### src/qfts_ram.sv
// ----------------------------------------------------------------------------
// qfts_ram: generic single-write, single-read synchronous RAM
// One write port and one read port; read data is registered.
// ----------------------------------------------------------------------------
module qfts_ram #(
   parameter int WIDTH = 32,
   parameter int DEPTH = 128
) (
   input  logic                     clock,
   input  logic                     wr_en,
   input  logic [$clog2(DEPTH)-1:0] wr_addr,
   input  logic [WIDTH-1:0]         wr_data,
   input  logic [$clog2(DEPTH)-1:0] rd_addr,
   output logic [WIDTH-1:0]         rd_data
);

   logic [WIDTH-1:0] mem_ff [DEPTH];
   logic [WIDTH-1:0] rd_data_ff;

   always_ff @(posedge clock) begin
      if (wr_en) begin
         mem_ff[wr_addr] <= wr_data;
      end
      rd_data_ff <= mem_ff[rd_addr];
   end

   assign rd_data = rd_data_ff;

endmodule

### config.mk
export PLATFORM = sky130hd
export DESIGN_NAME = qfts_ram
export DESIGN_NICKNAME = d
export VERILOG_FILES = /design/src/qfts_ram.sv
export SDC_FILE = /design/constraint.sdc
export NUM_CORES = 2
export LEC_CHECK = 0
export BUFFER_PORTS_ARGS = -buffer_cell sky130_fd_sc_hd__buf_2
export CORE_UTILIZATION = 40
export CTS_CLUSTER_DIAMETER = 60
export CTS_CLUSTER_SIZE = 24
export DETAILED_ROUTE_END_ITERATION = 7
export PLACE_DENSITY_LB_ADDON = 0.2
export SLEW_MARGIN = 40
export SYNTH_ARGS = -nofsm -noshare
export SYNTH_HDL_FRONTEND = slang
export SYNTH_SLANG_ARGS = --single-unit
### constraint.sdc
create_clock -name clock -period 8.3 [get_ports clock]
set_input_delay 1.66 -clock clock [delete_from_list [all_inputs] [get_ports clock]]
set_output_delay 1.66 -clock clock [all_outputs]
set_load 0.05 [all_outputs]
; ---- Word level (Yosys, flattened, before mapping)
; Memory sizes are Yosys's and may differ from the RTL's. A register that Yosys moved wholly into a read port is not among the register bits.
; Index checks and enable logic that the tools add are counted.
[totals]
register_bits = 0
ram_bits = 4096
in_bits = 48
memories = 1
[op_classes]
n_mux = 2
[mem_list]
columns = memory, words, width, rd, rd_ports_with_merged_regs, write_ports, line_no
row1 = mem_ff, 128, 32, 1, 1, 1, 17  ; logic [WIDTH-1:0] mem_ff [DEPTH];
[op_table]
columns = op, n
row1 = 1-bit 2-to-1 mux, 2

; ---- Depth between registers and ports, before layout
[depth]
word_depth = 2
mapped_depth = 8
mapped_depth_nobuf = 4

; ---- Worst setup path before layout
; OpenSTA, ideal clock, no wires.
[synth_path]
path_kind = input -> register
from = input wr_en
to = memory mem_ff[98][0], enable pin
setup_ns = 0.461
t_arrival_ns = 4.438
setup_slack_ns = 3.401
path_stages = 3
path_buffers = 1
path_cell_list = clkbuf_1 nand4_1 nor3_1
[synth_between]
elab_chain_cells = 2
[synth_rtl]
columns = element, line_no
row1 = "start, declared", 10  ; input logic wr_en,
row2 = 1-bit 2-to-1 mux, 21  ; if (wr_en) begin
row3 = 1-bit 2-to-1 mux (implied by the code), 22  ; mem_ff[wr_addr] <= wr_data;
row4 = "end, declared", 17
; Every way passes these cells.

==> metrics.txt <==
WL/cell 36.7 µm; Final nets 6339; CTS tree done; RSZ-0062 raised after global routing false; synthesized flop and latch total 4128; max_cap viols 0; sequential share of the synthesized area 79.1%; register-to-register setup slack 5.59 ns; gate count of the mapped netlist 5990; clock transition at the registers of the reported paths 0.09 ns; H-tree lvl count 5; Synth warnings 0; critical path arrival 5.51 ns; GP Congestion 0.797; leakage power 52.4 nW; M3 GR Usage 3.33%; fin crit period 4.69 ns; Final Routed Wirelength 432000 µm; Worst path slowest cell mux4_2; Final period util 56.5%; first-pass GRT wire length 592000 µm; postcts setup bufs 0; Synth Net Count 6038; f_max 213 MHz; Final HPWL DP 244000 µm; Least-Margin Pin Slew 0.928 ns; post-route cell area 175000 µm²; Critical Path RT 9.12 ns; vias in the first global route 70500; GRT busiest layer met2; Die ar. 393000 µm²; Worst Clk Skew 0.0532 ns; Ports 80; placed cell count 11200; total power 39.9 mW; reg-to-reg endpoint rd_data[31]; met1 usage 30.5%; Worst Setup Start Kind primary input; slowest stage delay, CP 0.67 ns; met2 Use GR 36.4%; failing checks DRC; initial drt markers 9134; Worst Slack Setup Final 3.61 ns; Syn-to-layout area delta 12.2%; power density over the cells 228 nW/µm²; number of core rows 229; max-slew violations 0; share of layout cells above drive strength 1 35.7%; number of setup violations in the final report 0; Cell variety after synth 17; CP Cell Sequence buf_12 > buf_16 > buf_12 > buf_16 > mux4_2 > mux4_2 > mux4_2 > mux2_2; routed vias/inst 5.90; placed instance area 166000 µm²; core area 389000 µm²; syn_area_per_cell 26.1 µm²; Die Ht 627 µm; vias post-DR 69500; Port Buf Inserts 79; Overflow after GRT 0; Non-Filler Instances 11800; post-CTS sizing 0; Total Negative Setup Slacks 0 ns; starting density of the core 40.2%; critical path class in2reg; Worst VDD drop 0.000177 V; FF-to-FF path depth 4; Critical R2R Launch mem_ff[63][31]; Final ANT Viol Nets 0; Worst-Skew Late Latency 0.93 ns; CP Max Fanout 58; gr usage total 22.0%; Hold Vio Cnt, Final 0; HP Class in2reg; Clock Sink Count 4128; FILL cells 32000; die extent in x 627 µm; synthesized area 156000 µm²; pin count of the biggest net entering global routing 92; clock tree buffer depth 4; status complete, but fails checks; initial antenna violation count 69; pre-CTS worst setup slack 2.68 ns; slew margin rel. 38.0%; Crit. Startpoint rd_addr[0]; TritonRoute pass-1 iters 7; Critical Path End rd_data[1]; TritonCTS Buffers 270; DRC Markers 24; CP Capture Type flip-flop; Root Driver clkbuf_16; Critical Path Most Common Cell mux4_2; Hold-fix buffers, CTS 0
[kinds of logic after synthesis]
logic type,synth area share [%]
simple gates,0.446
mux,19.6
buf+inv,0.839
flops,79.1
[report_power, final]
group	leakage (nW)	switching, mW	total (mW)	internal [mW]
registers	37.1	0.100	23.1	23.0
clock network	4.42	7.55	14.5	6.92
logic	10.9	1.51	2.36	0.851
[metrics by stage]
step	hold slack (ns)	utilization, %
5_1_grt	1.10	45.1
3_5_place_dp	1.13	42.6
2_1_floorplan	1.07	-
4_1_cts	1.13	45.0
6_report	1.12	45.1
3_3_place_gp	1.13	42.5
[sequential cells by signal, indices dropped and copies added (netlist names)]
name	cells
rd_data	32
mem_ff	4096
[placed cells by master (no fill, tap or decap), drive strengths merged, types with 12 or more instances in the layout]
master / instances
nand3: 12
nor2: 122
clkbuf: 299
dfxtp: 32
mux2: 32
clkinvlp: 25
edfxtp: 4096
clkinv: 73
buf: 344
bufinv: 12
nand2: 14
inv: 78
mux4: 1344
diode: 75
[Yosys cell counts]
cell / n / share of area [%]
dfxtp_1: 32 / 0.41
buf_6: 2 / 0.014
nand3_1: 12 / 0.038
nand4_1: 3 / 0.012
nor2b_1: 7 / 0.028
edfxtp_1: 4096 / 79
clkbuf_1: 182 / 0.44
or3_1: 1 / 0.0040
buf_2: 79 / 0.25
mux4_2: 1344 / 19
buf_4: 3 / 0.014
nand2_1: 14 / 0.034
nor3_1: 9 / 0.029
mux2_2: 32 / 0.23
buf_1: 50 / 0.12
nor2_1: 122 / 0.29
nand2b_1: 2 / 0.0080
[layout make-up]
type	instances	area, µm²	share of cell area (%)
sequential	4128	124000	70.5
multi-input combinational	1546	32300	18.4
clock buffer	298	7130	4.07
tap	5197	6500	3.71
timing repair buffer	345	3510	2.00
clock inverter	188	2020	1.15
antenna	75	188	0.107
[per-layer routing]
layer / vias to the layer above / wire [µm]
li1: 27000 / -
met1: 39400 / 173000
met2: 2662 / 217000
met3: 453 / 30500
met4: 12 / 11400
met5: - / 77
[worst max-delay path: cells and delay by family]
kind,cells,cell delay [ns]
multiplexers,4,2.21
buffers and inverters,4,1.38
[worst min path at each step]
stage,start,to,slack (ns),cells after the start
4_1_cts,wr_data[14],mem_ff[74][14],1.13,1
6_report,wr_data[13],mem_ff[43][13],1.12,1
5_1_grt,wr_data[13],mem_ff[59][13],1.10,1
3_5_place_dp,mem_ff[22][31],rd_data[31],1.13,4
2_1_floorplan,mem_ff[36][0],rd_data[0],1.07,4
3_3_place_gp,mem_ff[23][3],rd_data[3],1.13,4
No activity file was read; power rests on OpenSTA's default activity.
